`src/rtl/core/bilinear_image_sampler_macros.svh`:
```
// assertion macros used by the bilinear image sampler top level
`ifndef BILINEAR_IMAGE_SAMPLER_MACROS_SVH
`define BILINEAR_IMAGE_SAMPLER_MACROS_SVH

// same-cycle implication, sampled on clk, off while rst_n is low
`define BIS_ASSERT_IMPL(label, ante, cons) \
    label: assert property (@(posedge clk) disable iff (!rst_n) (ante) |-> (cons)) \
        else $error("bilinear image sampler: same-cycle check failed");

// next-cycle implication, sampled on clk, off while rst_n is low
`define BIS_ASSERT_NEXT(label, ante, cons) \
    label: assert property (@(posedge clk) disable iff (!rst_n) (ante) |=> (cons)) \
        else $error("bilinear image sampler: next-cycle check failed");

`endif

```
`src/rtl/core/bis_pkg.sv`:
```
// types, constants and helper functions of the bilinear image sampler
package bis_pkg;

    // image geometry
    localparam int IMAGE_DIM  = 550;
    localparam int CENTRE     = IMAGE_DIM / 2;
    localparam int FRAC_W     = 16;
    localparam int IDX_W      = $clog2(IMAGE_DIM + 1);
    localparam int POS_W      = IDX_W + FRAC_W;
    localparam int HALF       = (IMAGE_DIM + 1) / 2;
    localparam int HALF_W     = $clog2(HALF);
    localparam int BANK_DEPTH = HALF * HALF;
    localparam int ADDR_W     = $clog2(BANK_DEPTH);
    localparam int NBANK      = 4;

    // field widths
    localparam int ROW_W   = 10;
    localparam int CMP_W   = ROW_W + 1;
    localparam int PIX_W   = 32;
    localparam int COORD_W = 32;
    localparam int CFG_W   = 32;
    localparam int INT_W   = 40;

    // arithmetic widths and shifts
    localparam int OFF_W       = COORD_W + CFG_W;
    localparam int PROD_FRAC   = 48;
    localparam int POS_SHIFT   = 32;
    localparam int WGT_W       = 2 * FRAC_W + 1;
    localparam int MUL_W       = PIX_W + WGT_W + 1;
    localparam int PROD_W      = 64;
    localparam int SUM_W       = PROD_W + 2;
    localparam int VQ_SHIFT    = 32;
    localparam int VQ_W        = 31;
    localparam int SCALED_W    = VQ_W + CFG_W;
    localparam int SCALE_SHIFT = 24;

    // result queue
    localparam int FIFO_DEPTH = 16;
    localparam int FIFO_PTR_W = $clog2(FIFO_DEPTH);
    localparam int FIFO_CNT_W = $clog2(FIFO_DEPTH + 1);

    // configuration
    localparam int CFG_IDX_W = 1;
    localparam logic [CFG_W-1:0] PPU_RESET = 32'h0100_0000;
    localparam logic [CFG_W-1:0] IAP_RESET = 32'h0100_0000;

    localparam logic [OFF_W-1:0]  OFF_LIMIT = OFF_W'(CENTRE) << PROD_FRAC;
    localparam logic [POS_W-1:0]  CENTRE_Q  = POS_W'(CENTRE) << FRAC_W;
    localparam logic [FRAC_W:0]   ONE_Q     = {1'b1, {FRAC_W{1'b0}}};
    localparam logic [IDX_W-1:0]  LAST_IDX  = IDX_W'(IMAGE_DIM - 1);
    localparam logic [IDX_W:0]    LAST_IDXX = (IDX_W + 1)'(IMAGE_DIM - 1);
    localparam logic [CMP_W-1:0]  DIM_CMP   = CMP_W'(IMAGE_DIM);

    typedef enum logic {
        KIND_LOAD   = 1'b0,
        KIND_SAMPLE = 1'b1
    } kind_t;

    typedef enum logic [CFG_IDX_W-1:0] {
        REG_PIXELS_PER_UNIT    = 1'd0,
        REG_INVERSE_PIXEL_AREA = 1'd1
    } cfg_reg_t;

    typedef struct packed {
        kind_t                      kind;
        logic [ROW_W-1:0]           pixel_row;
        logic [ROW_W-1:0]           pixel_col;
        logic signed [PIX_W-1:0]    pixel_value;
        logic signed [COORD_W-1:0]  x_coord;
        logic signed [COORD_W-1:0]  z_coord;
    } req_t;

    typedef struct packed {
        logic [INT_W-1:0] intensity;
        logic             in_range;
    } rsp_t;

    // ports of the four parity banks
    typedef struct packed {
        logic [NBANK-1:0]             wr_en;
        logic [ADDR_W-1:0]            wr_addr;
        logic [PIX_W-1:0]             wr_data;
        logic                         rd_en;
        logic [NBANK-1:0][ADDR_W-1:0] rd_addr;
    } mem_port_t;

    // per-sample control travelling beside the bank reads
    // wgt and bank selects indexed by {second row, second column}
    typedef struct packed {
        logic                        in_range;
        logic [1:0]                  rpar;
        logic [1:0]                  cpar;
        logic [NBANK-1:0][WGT_W-1:0] wgt;
    } smp_ctl_t;

    typedef logic [NBANK-1:0][PIX_W-1:0] pix_quad_t;

    function automatic logic [IDX_W-1:0] clamp_idx(input logic [IDX_W:0] i);
        logic [IDX_W-1:0] r;
        if (i > LAST_IDXX)
            r = LAST_IDX;
        else
            r = i[IDX_W-1:0];
        return r;
    endfunction

    // address inside a parity bank from halved row and column
    function automatic logic [ADDR_W-1:0] bank_addr(input logic [HALF_W-1:0] rh,
                                                    input logic [HALF_W-1:0] ch);
        logic [ADDR_W-1:0] a;
        a = ADDR_W'(rh) * ADDR_W'(HALF) + ADDR_W'(ch);
        return a;
    endfunction

endpackage

```
`src/rtl/core/bis_rsp_fifo.sv`:
```
// result queue between the blend pipeline and the result channel
module bis_rsp_fifo
    import bis_pkg::*;
(
    input  logic                  clk,
    input  logic                  rst_n,
    input  logic                  push,
    input  rsp_t                  push_data,
    output logic                  rsp_valid,
    input  logic                  rsp_ready,
    output rsp_t                  rsp_data,
    output logic [FIFO_CNT_W-1:0] count
);

    rsp_t                  mem_reg [FIFO_DEPTH];
    logic [FIFO_PTR_W-1:0] wr_ptr_reg;
    logic [FIFO_PTR_W-1:0] wr_ptr_next;
    logic [FIFO_PTR_W-1:0] rd_ptr_reg;
    logic [FIFO_PTR_W-1:0] rd_ptr_next;
    logic [FIFO_CNT_W-1:0] count_reg;
    logic [FIFO_CNT_W-1:0] count_next;
    logic                  pop;

    assign pop = rsp_valid && rsp_ready;

    // depth is a power of two, pointers wrap on their own
    always_comb
    begin
        wr_ptr_next = push ? (wr_ptr_reg + 1'b1) : wr_ptr_reg;
        rd_ptr_next = pop ? (rd_ptr_reg + 1'b1) : rd_ptr_reg;
        case ({push, pop})
            2'b10:   count_next = count_reg + 1'b1;
            2'b01:   count_next = count_reg - 1'b1;
            default: count_next = count_reg;
        endcase
    end

    always_ff @(posedge clk or negedge rst_n)
    begin
        if (!rst_n)
        begin
            wr_ptr_reg <= '0;
            rd_ptr_reg <= '0;
            count_reg  <= '0;
        end
        else
        begin
            wr_ptr_reg <= wr_ptr_next;
            rd_ptr_reg <= rd_ptr_next;
            count_reg  <= count_next;
        end
    end

    always_ff @(posedge clk)
    begin
        if (push)
        begin
            mem_reg[wr_ptr_reg] <= push_data;
        end
    end

    assign rsp_valid = (count_reg != '0);
    assign rsp_data  = mem_reg[rd_ptr_reg];
    assign count     = count_reg;

endmodule

```
`config.mk`:
```
export PLATFORM = sky130hd
export DESIGN_NAME = bis_rsp_fifo
export DESIGN_NICKNAME = d
export VERILOG_FILES = /design/src/rtl/core/bilinear_image_sampler_macros.svh /design/src/rtl/core/bis_pkg.sv /design/src/rtl/core/bis_rsp_fifo.sv
export SDC_FILE = /design/constraint.sdc
export NUM_CORES = 1
export LEC_CHECK = 0
export BUFFER_PORTS_ARGS = -buffer_cell sky130_fd_sc_hd__buf_2
export CORE_MARGIN = 10
export CORE_UTILIZATION = 30
export DETAILED_ROUTE_END_ITERATION = 6
export GPL_ROUTABILITY_DRIVEN = 0
export PLACE_DENSITY = 0.44
export RECOVER_POWER = 100
export SYNTH_ARGS = -nofsm -noshare
export SYNTH_HDL_FRONTEND = slang
export SYNTH_SLANG_ARGS = --single-unit
```
`constraint.sdc`:
```
create_clock -name clk -period 5.25 [get_ports clk]
set_input_delay 1.3125 -clock clk [delete_from_list [all_inputs] [get_ports clk]]
set_output_delay 1.3125 -clock clk [all_outputs]
set_load 0.01 [all_outputs]
```
---- Word level (Yosys, flattened, before mapping) ----
Memory sizes are Yosys's and may differ from the RTL's.
Index checks and enable logic that the tools add are counted.
word-level totals
  register bits ........................... 13
  memory bits (writable) .................. 656
  input bits .............................. 45
  logic and storage cells ................. 16
  memories ................................ 1
  output and inout port bits .............. 47
memories
  name     words  width  rd ports  clocked after Yosys merged registers in  wr ports  RTL line            text
  mem_reg  16     41     1         0                                        1         bis_rsp_fifo.sv:15  rsp_t mem_reg [FIFO_DEPTH];
cells by class
  reductions and logical operators ........ 3
  mux-type cells .......................... 3
  add/subtract/negate cells ............... 4
  eq/ne operators ......................... 2
operators with widths
  operator                                                             number
  5-bit one-hot mux with 2 select lines                                1
  4-bit by 1-bit adder with 4-bit output (second input constant)       2
  5-bit by 1-bit adder with 5-bit output (second input constant)       1
  5-bit nonzero test                                                   1
  5-bit by 1-bit subtractor with 5-bit output (second input constant)  1
  2-bit by 1-bit == test with 1-bit output (second input constant)     1
  2-bit == test (second input constant)                                1
  1-bit 2-to-1 mux                                                     2
  2-bit nonzero test                                                   1
  1-bit logical AND                                                    1

---- Longest topological paths before layout ----
Gate-level depths: netlist of run 1.
  word-level depth ........................ 4
  depth in mapped cells ................... 12

---- Least setup slack after synthesis of run 1 ----
Ideal clock, no wire load.
  path kind ............................... input to register
  start ................................... input push
  end ..................................... memory mem_reg[3][0] (netlist bit), enable pin
  arrival time ............................ 4.555 ns
  stages .................................. 3
  slack ................................... 0.205 ns
  required time ........................... 4.760 ns
  path buffers ............................ 1
  cell sequence ........................... clkbuf_1 -> nand2_1 -> nor3_1
on the way
  longest elaborated chain between the ends .. 2
RTL lines
  item                                    RTL line            text
  start: declaration                      bis_rsp_fifo.sv:7   input logic push,
  1-bit 2-to-1 mux                        bis_rsp_fifo.sv:56  if (push)
  1-bit 2-to-1 mux (not written as such)  bis_rsp_fifo.sv:58  mem_reg[wr_ptr_reg] <= push_data;
  end: declaration                        bis_rsp_fifo.sv:15
Every way passes these cells.

==> qor.yml, run 1 <==
clock_tree:
  cts_max_level: 3
  cts_tree: "built"
  cts_made_buffers: 76
  cts_setup_buffers: 0
  hold_buffers: 0
  root_buffer: "clkbuf_16"
  clock_latency_ns: 0.62
  cts_sinks: 669
  clk_path_buf_depth: 3
  path_clk_slew_ns: 0.06
  cts_resized: 0
global_routing:
  met1_usage_pct: 17.0
  grt_pass1_wl_um: 95700
  grt_antenna_before_repair: 4
  overflow: 0
  grt_max_degree: 100
  use_met2_pct: 22.8
  track_usage_pct: 13.2
  top_usage_layer: "met2"
  first_global_vias: 13600
  use_met3_pct: 2.42
pwr:
  ir_drop_uv: 503
  leakagePower_nw: 9.70
  powerDensity_nw_per_um2: 563
cells_and_area:
  fin_util_pct: 35.3
  largest_register_ffs: 656
  fin_cells: 2647
  fill_cells: 8007
  fin_nets: 1499
  drive_above_1_share_pct: 17.6
  area_growth_pct: 16.1
run:
  cap_violations: 16
drt:
  drtAntennaViolNets: 0
  drtIter0Drc: 848
  route.detailed.drc: 0
  first_pass_iters: 5
  wirelength_um: 65300
  wire_per_inst_um: 24.7
  vias_per_cell: 4.77
  vias: 12600
setup_path:
  worst-path-stages: 5
  cp_num_buf_inv: 2
  path_cells: "buf_4, mux4_2, a22oi_1, nand2_1, clkbuf_1"
  cp_max_fo: 51
  cp.required_ns: 3.94
  crit_slowest_cell: "dfrtp_4"
  cp-end-kind: "output pin"
  crit_family: "buffers and inverters"
  cp_slowest_stage_delay_ns: 0.87
  cp-start-kind: "flop"
  crit_arrival_ns: 3.34
  ff2ff_path_depth: 5
  critPathKind: "reg2out"
floorplanning:
  io_pins: 92
  die_area_um2: 98800
  die_height_um: 314
  core_area_um2: 85500
  rows: 107
  start_util_pct: 30.4
  die_w_um: 314
timing:
  min_period_over_period_pct: 88.5
  max_freq_ghz: 0.215
  setup_slack_ns: 0.602
  finalCriticalPeriod_ns: 4.65
  report.final.slew_viol_count: 450
  maxSlewHeadroom_pct: -130
  worst_pin_slew_ns: 3.46
  rsz0062_at_grt: "no"
  tns_ns: 0
  finClkSkew_ns: 0.0281
  setup_viol: 0
  hold_violations: 0
yosys:
  synth_fa_ha_area_share_pct: 0.510
  ys_seq_area_share_pct: 77.0
  synth.area.mux_share_pct: 13.7
  synth_edf_count: 656
  yosys_register_bits: 669
  synth_top_family_by_area: "multiplexers"
  synth_top_area_cell: "edfxtp_1"
  synthDistinctLibCells: 34
  ys_warn_count: 0
  syn_area_per_cell_um2: 19.8
  synth_fp_nets: 1365
  synth-main-ff-cell: "edfxtp_1"
  syn_inst: 1310
  async_flop_share_pct: 1.94
  syn-cell-area_um2: 26000
  synth_xor_area_share_pct: 0.337
  synthTopCellsByArea: "edfxtp_1, mux4_2, mux2i_1"
  synth-simple-area-share_pct: 1.29
  synth_compound_gate_area_share_pct: 5.27
  synth_top_area_share_pct: 75.8
hold_path:
  hold_depth: 1
  hp-class: "reg2reg"
run_status:
  violations: "capacitance limit, slew limit"
  status: "complete, but fails checks"
place:
  dpl.cell_count: 2510
  io_buffers: 91
  hpwl_um: 34200
  place_ws_ns: 1.14
## final timing paths
kind                                     from        endpoint  slack [ns]
worst min register to register       count[4]        count[4]        0.50
max in group asynchronous               rst_n   rd_ptr_reg[0]        3.84
min in group asynchronous               rst_n   rd_ptr_reg[3]        0.78
worst max register to register  wr_ptr_reg[0]  mem_reg[2][25]        1.20
worst max-delay path            rd_ptr_reg[1]    rsp_data[34]        0.60
worst min-delay path                 count[4]        count[4]        0.50
## metrics by stage
stage / hold slack [ns] / area (um^2) / power, mW
global placement: 0.492 / 28000 / 12.1
detailed placement: 0.500 / 28000 / 12.1
finish: 0.501 / 30200 / 17.0
global route: 0.522 / 30200 / 17.9
floorplan: 0.512 / 26000 / 10.2
CTS: 0.513 / 30500 / 17.5
## cell usage after synthesis (9+ instances only)
master    instances
buf_6            19
edfxtp_1        656
mux2_2           32
mux2i_1         123
a221oi_1         34
buf_2            12
mux4_2           82
o21ai_0          66
nor2_1           12
mux2_1           10
nand2_1          52
a22oi_1          41
o21ai_1          21
clkbuf_1         30
ha_1              9
dfrtp_1          13
a21oi_1          43
## routing by layer
| layer | part of all wire, % | routed length, um |
|---|---|---|
| met1 | 44 | 28700 |
| met2 | 50 | 33000 |
| met3 | 3.7 | 2420 |
| met4 | 1.8 | 1160 |
| met5 | 0.040 | 26 |
## power by group
part | switching [mW] | internal (mW)
Sequential | 0.344 | 6.48
Combinational | 2.98 | 1.85
Clock | 2.08 | 3.23
## cells in the final DEF (no fill, tap or decap), types with 6 or more instances in the layout
master | Yosys | final
edfxtp_1 | 656 | 656
xnor2_1 | 6 | 6
nor2_1 | 12 | 7
mux2_2 | 32 | 32
inv_1 | 7 | 7
a21oi_1 | 43 | 43
buf_4 | 8 | 8
a221oi_1 | 34 | 34
a221oi_2 | 7 | 7
clkbuf_2 | 0 | 6
o21ai_0 | 66 | 66
nand2_1 | 52 | 52
o21ai_1 | 21 | 21
clkinv_2 | 0 | 9
mux2i_1 | 123 | 123
a22oi_1 | 41 | 41
clkinv_1 | 0 | 15
clkbuf_16 | 0 | 79
mux4_2 | 82 | 82
bufinv_16 | 0 | 9
buf_12 | 0 | 7
mux2_1 | 10 | 10
clkbuf_1 | 30 | 120
ha_1 | 9 | 9
dfrtp_1 | 13 | 9
## area by class of cell
type                    count  area [um^2]  share of cell area [%]
diodes                      1         2.50                 0.00829
clock buffers              98         2080                    6.89
clock inverters            38          430                    1.43
inverters                   7         26.3                  0.0871
multi-input cells         560         5530                    18.3
flip-flops and latches    669        20000                    66.4
well taps                1144         1430                    4.74
repair buffers            130          646                    2.14
## cell families after synthesis
group / count (synthesis)
AO/OA/AOI/OAI: 213
XOR/XNOR: 10
adder cells (fa/ha/maj): 10
buffers and inverters: 81
flip-flops: 669
multiplexers: 247
AND/OR/NAND/NOR: 80
Note: power is estimated with default switching activity, not from simulation.
==> run 2: changes to the inputs <==
==> constraint.sdc (replaced) <==
create_clock -name clk -period 4.55 [get_ports clk]
set_input_delay 1.1375 -clock clk [delete_from_list [all_inputs] [get_ports clk]]
set_output_delay 1.1375 -clock clk [all_outputs]
set_load 0.01 [all_outputs]
==> qor.yml, run 2 (same netlist as run 1, synthesis figures left out) <==
global_routing:
  first_global_vias: 13500  # was 13600
  grt_max_degree: 66  # was 100
  grt_antenna_before_repair: 3  # was 4
  grt_pass1_wl_um: 96500  # was 95700 um
  overflow: 0  # unchanged
  track_usage_pct: 13.2  # about the same
drt:
  vias_per_cell: 4.81  # was 4.77
  wire_per_inst_um: 24.8  # was 24.7 um
  drtIter0Drc: 680  # was 848
  drtAntennaViolNets: 0  # unchanged
  wirelength_um: 65800  # was 65300 um
  first_pass_iters: 5  # unchanged
  vias: 12700  # was 12600
  route.detailed.drc: 0  # unchanged
floorplanning:
  io_pins: 92  # unchanged
  core_area_um2: 85500  # unchanged
  start_util_pct: 30.4  # unchanged
  die_area_um2: 98800  # unchanged
  rows: 107  # unchanged
  die_w_um: 314  # unchanged
  die_height_um: 314  # unchanged
setup_path:
  r2r_start: "wr_ptr_reg[1]"  # was wr_ptr_reg[0]
  cp.required_ns: 4.77  # was 3.94 ns
  crit_arrival_ns: 4.34  # was 3.34 ns
  crit_family: "simple AND/OR/NAND/NOR gates"  # was buffers and inverters
  critPathKind: "in2reg"  # was reg2out
  rrSetupSlack_ns: 0.71  # was 1.20 ns
  cp_num_buf_inv: 2  # unchanged
  cp_max_fo: 26  # was 51
  crit_slowest_cell: "nor2_1"  # was dfrtp_4
  cp_slowest_stage_delay_ns: 1.53  # was 0.87 ns
  cp-start-kind: "primary input"  # was flop
  ff2ff_path_depth: 5  # unchanged
  worst_r2r_endpoint: "mem_reg[5][25]"  # was mem_reg[2][25]
  cp-end-kind: "flop"  # was output pin
  path_cells: "clkbuf_1, nand2_1, nor2_1, clkbuf_2"  # was buf_4, mux4_2, a22oi_1, nand2_1, clkbuf_1
clock_tree:
  cts_tree: "built"  # unchanged
  cts_sinks: 669  # unchanged
  cts_setup_buffers: 0  # unchanged
  cts_made_buffers: 77  # was 76
  root_buffer: "clkbuf_16"  # unchanged
  clk_path_buf_depth: 3  # unchanged
  cts_resized: 0  # unchanged
  clock_latency_ns: 0.63  # was 0.62 ns
  cts_max_level: 3  # unchanged
  path_clk_slew_ns: 0.05  # was 0.06 ns
  hold_buffers: 0  # unchanged
cells_and_area:
  layout_commonest_cell: "edfxtp_1"  # unchanged
  largest_register_ffs: 656  # unchanged
  area_growth_pct: 15.8  # was 16.1%
  fin_cells: 2648  # was 2647
  post-route-cell-area_um2: 30100  # was 30200 um^2
  mostFrequentLayoutCells: "edfxtp_1, mux2i_1, clkbuf_1"  # unchanged
  drive_above_1_share_pct: 18.1  # was 17.6%
  fin_nets: 1500  # was 1499
run_status:
  status: "complete, but fails checks"  # unchanged
  violations: "capacitance limit, slew limit"  # unchanged
timing:
  finalCriticalPeriod_ns: 4.12
  tns_ns: 0  # unchanged
  rsz0062_at_grt: "no"  # unchanged
  worst_hold_slack_ns: 0.502  # was 0.501 ns
  hold_violations: 0  # unchanged
  min_period_over_period_pct: 90.6
  finClkSkew_ns: 0.0291  # was 0.0281 ns
  max_freq_ghz: 0.243
  worst_pin_slew_ns: 2.45  # was 3.46 ns
  report.final.slew_viol_count: 394  # was 450
  maxSlewHeadroom_pct: -63.2  # was -130%
  setup_viol: 0  # unchanged
  setup_slack_ns: 0.429  # was 0.602 ns
pwr:
  powerDensity_nw_per_um2: 648  # was 563 nW/um^2
  ir_drop_uv: 348  # was 503 uV
  leakagePower_nw: 9.68  # was 9.70 nW
place:
  hpwl_um: 35000  # was 34200 um
  io_buffers: 91  # unchanged
  place_ws_ns: 1.09  # was 1.14 ns
  place_area_um2: 28000  # about the same
  dpl.cell_count: 2510  # unchanged
hold_path:
  hold_depth: 1  # unchanged
  hp-class: "reg2reg"  # unchanged
  hold_start: "count[4]"  # unchanged
  hold_end: "count[4]"  # unchanged
run:
  cap_violations: 17  # was 16
run 2: stage by stage:
| stage | power [mW] | util (%) |
|---|---|---|
| detailed placement | 14.1 | 32.8 |
| floorplan | 11.7 | - |
| global route | 20.6 | 35.2 |
| global placement | 14.0 | 32.8 |
| finish | 19.5 | 35.2 |
| CTS | 20.1 | 35.6 |
run 2: worst max path at each step:
stage | from | end | slack [ns] | cells past startpoint
after floorplan | push | mem_reg[15][0] | 0.78 | 3
after global placement | rd_ptr_reg[0] | rsp_data[14] | 1.02 | 6
after detailed placement | rd_ptr_reg[1] | rsp_data[18] | 1.09 | 6
after CTS | rd_ptr_reg[1] | rsp_data[18] | 0.40 | 6
after global routing | push | mem_reg[11][1] | 0.22 | 4
final | push | mem_reg[5][25] | 0.43 | 4
run 2: layout make-up:
type,count,area [um^2]
Multi-Input combinational cell,560,5510
Tap cell,1144,1430
Fill cell,8023,55500
Clock inverter,36,318
Inverter,7,26.3
Antenna cell,1,2.50
Clock buffer,101,2100
Sequential cell,669,20000
Timing Repair Buffer,130,664
run 2: per-layer routing:
layer,GRT usage [%],up-vias,wire [um]
li1,-,5658,-
met1,17.2,6732,29400
met2,22.0,237,32300
met3,2.72,98,2610
met4,4.15,4,1430
met5,0,-,20
run 2: power by group:
| part | switching, mW | leakage (nW) | total, mW | internal [mW] |
|---|---|---|---|---|
| Clock | 2.40 | 1.19 | 5.93 | 3.53 |
| Combinational | 3.58 | 2.42 | 5.74 | 2.16 |
| Sequential | 0.346 | 6.08 | 7.82 | 7.47 |
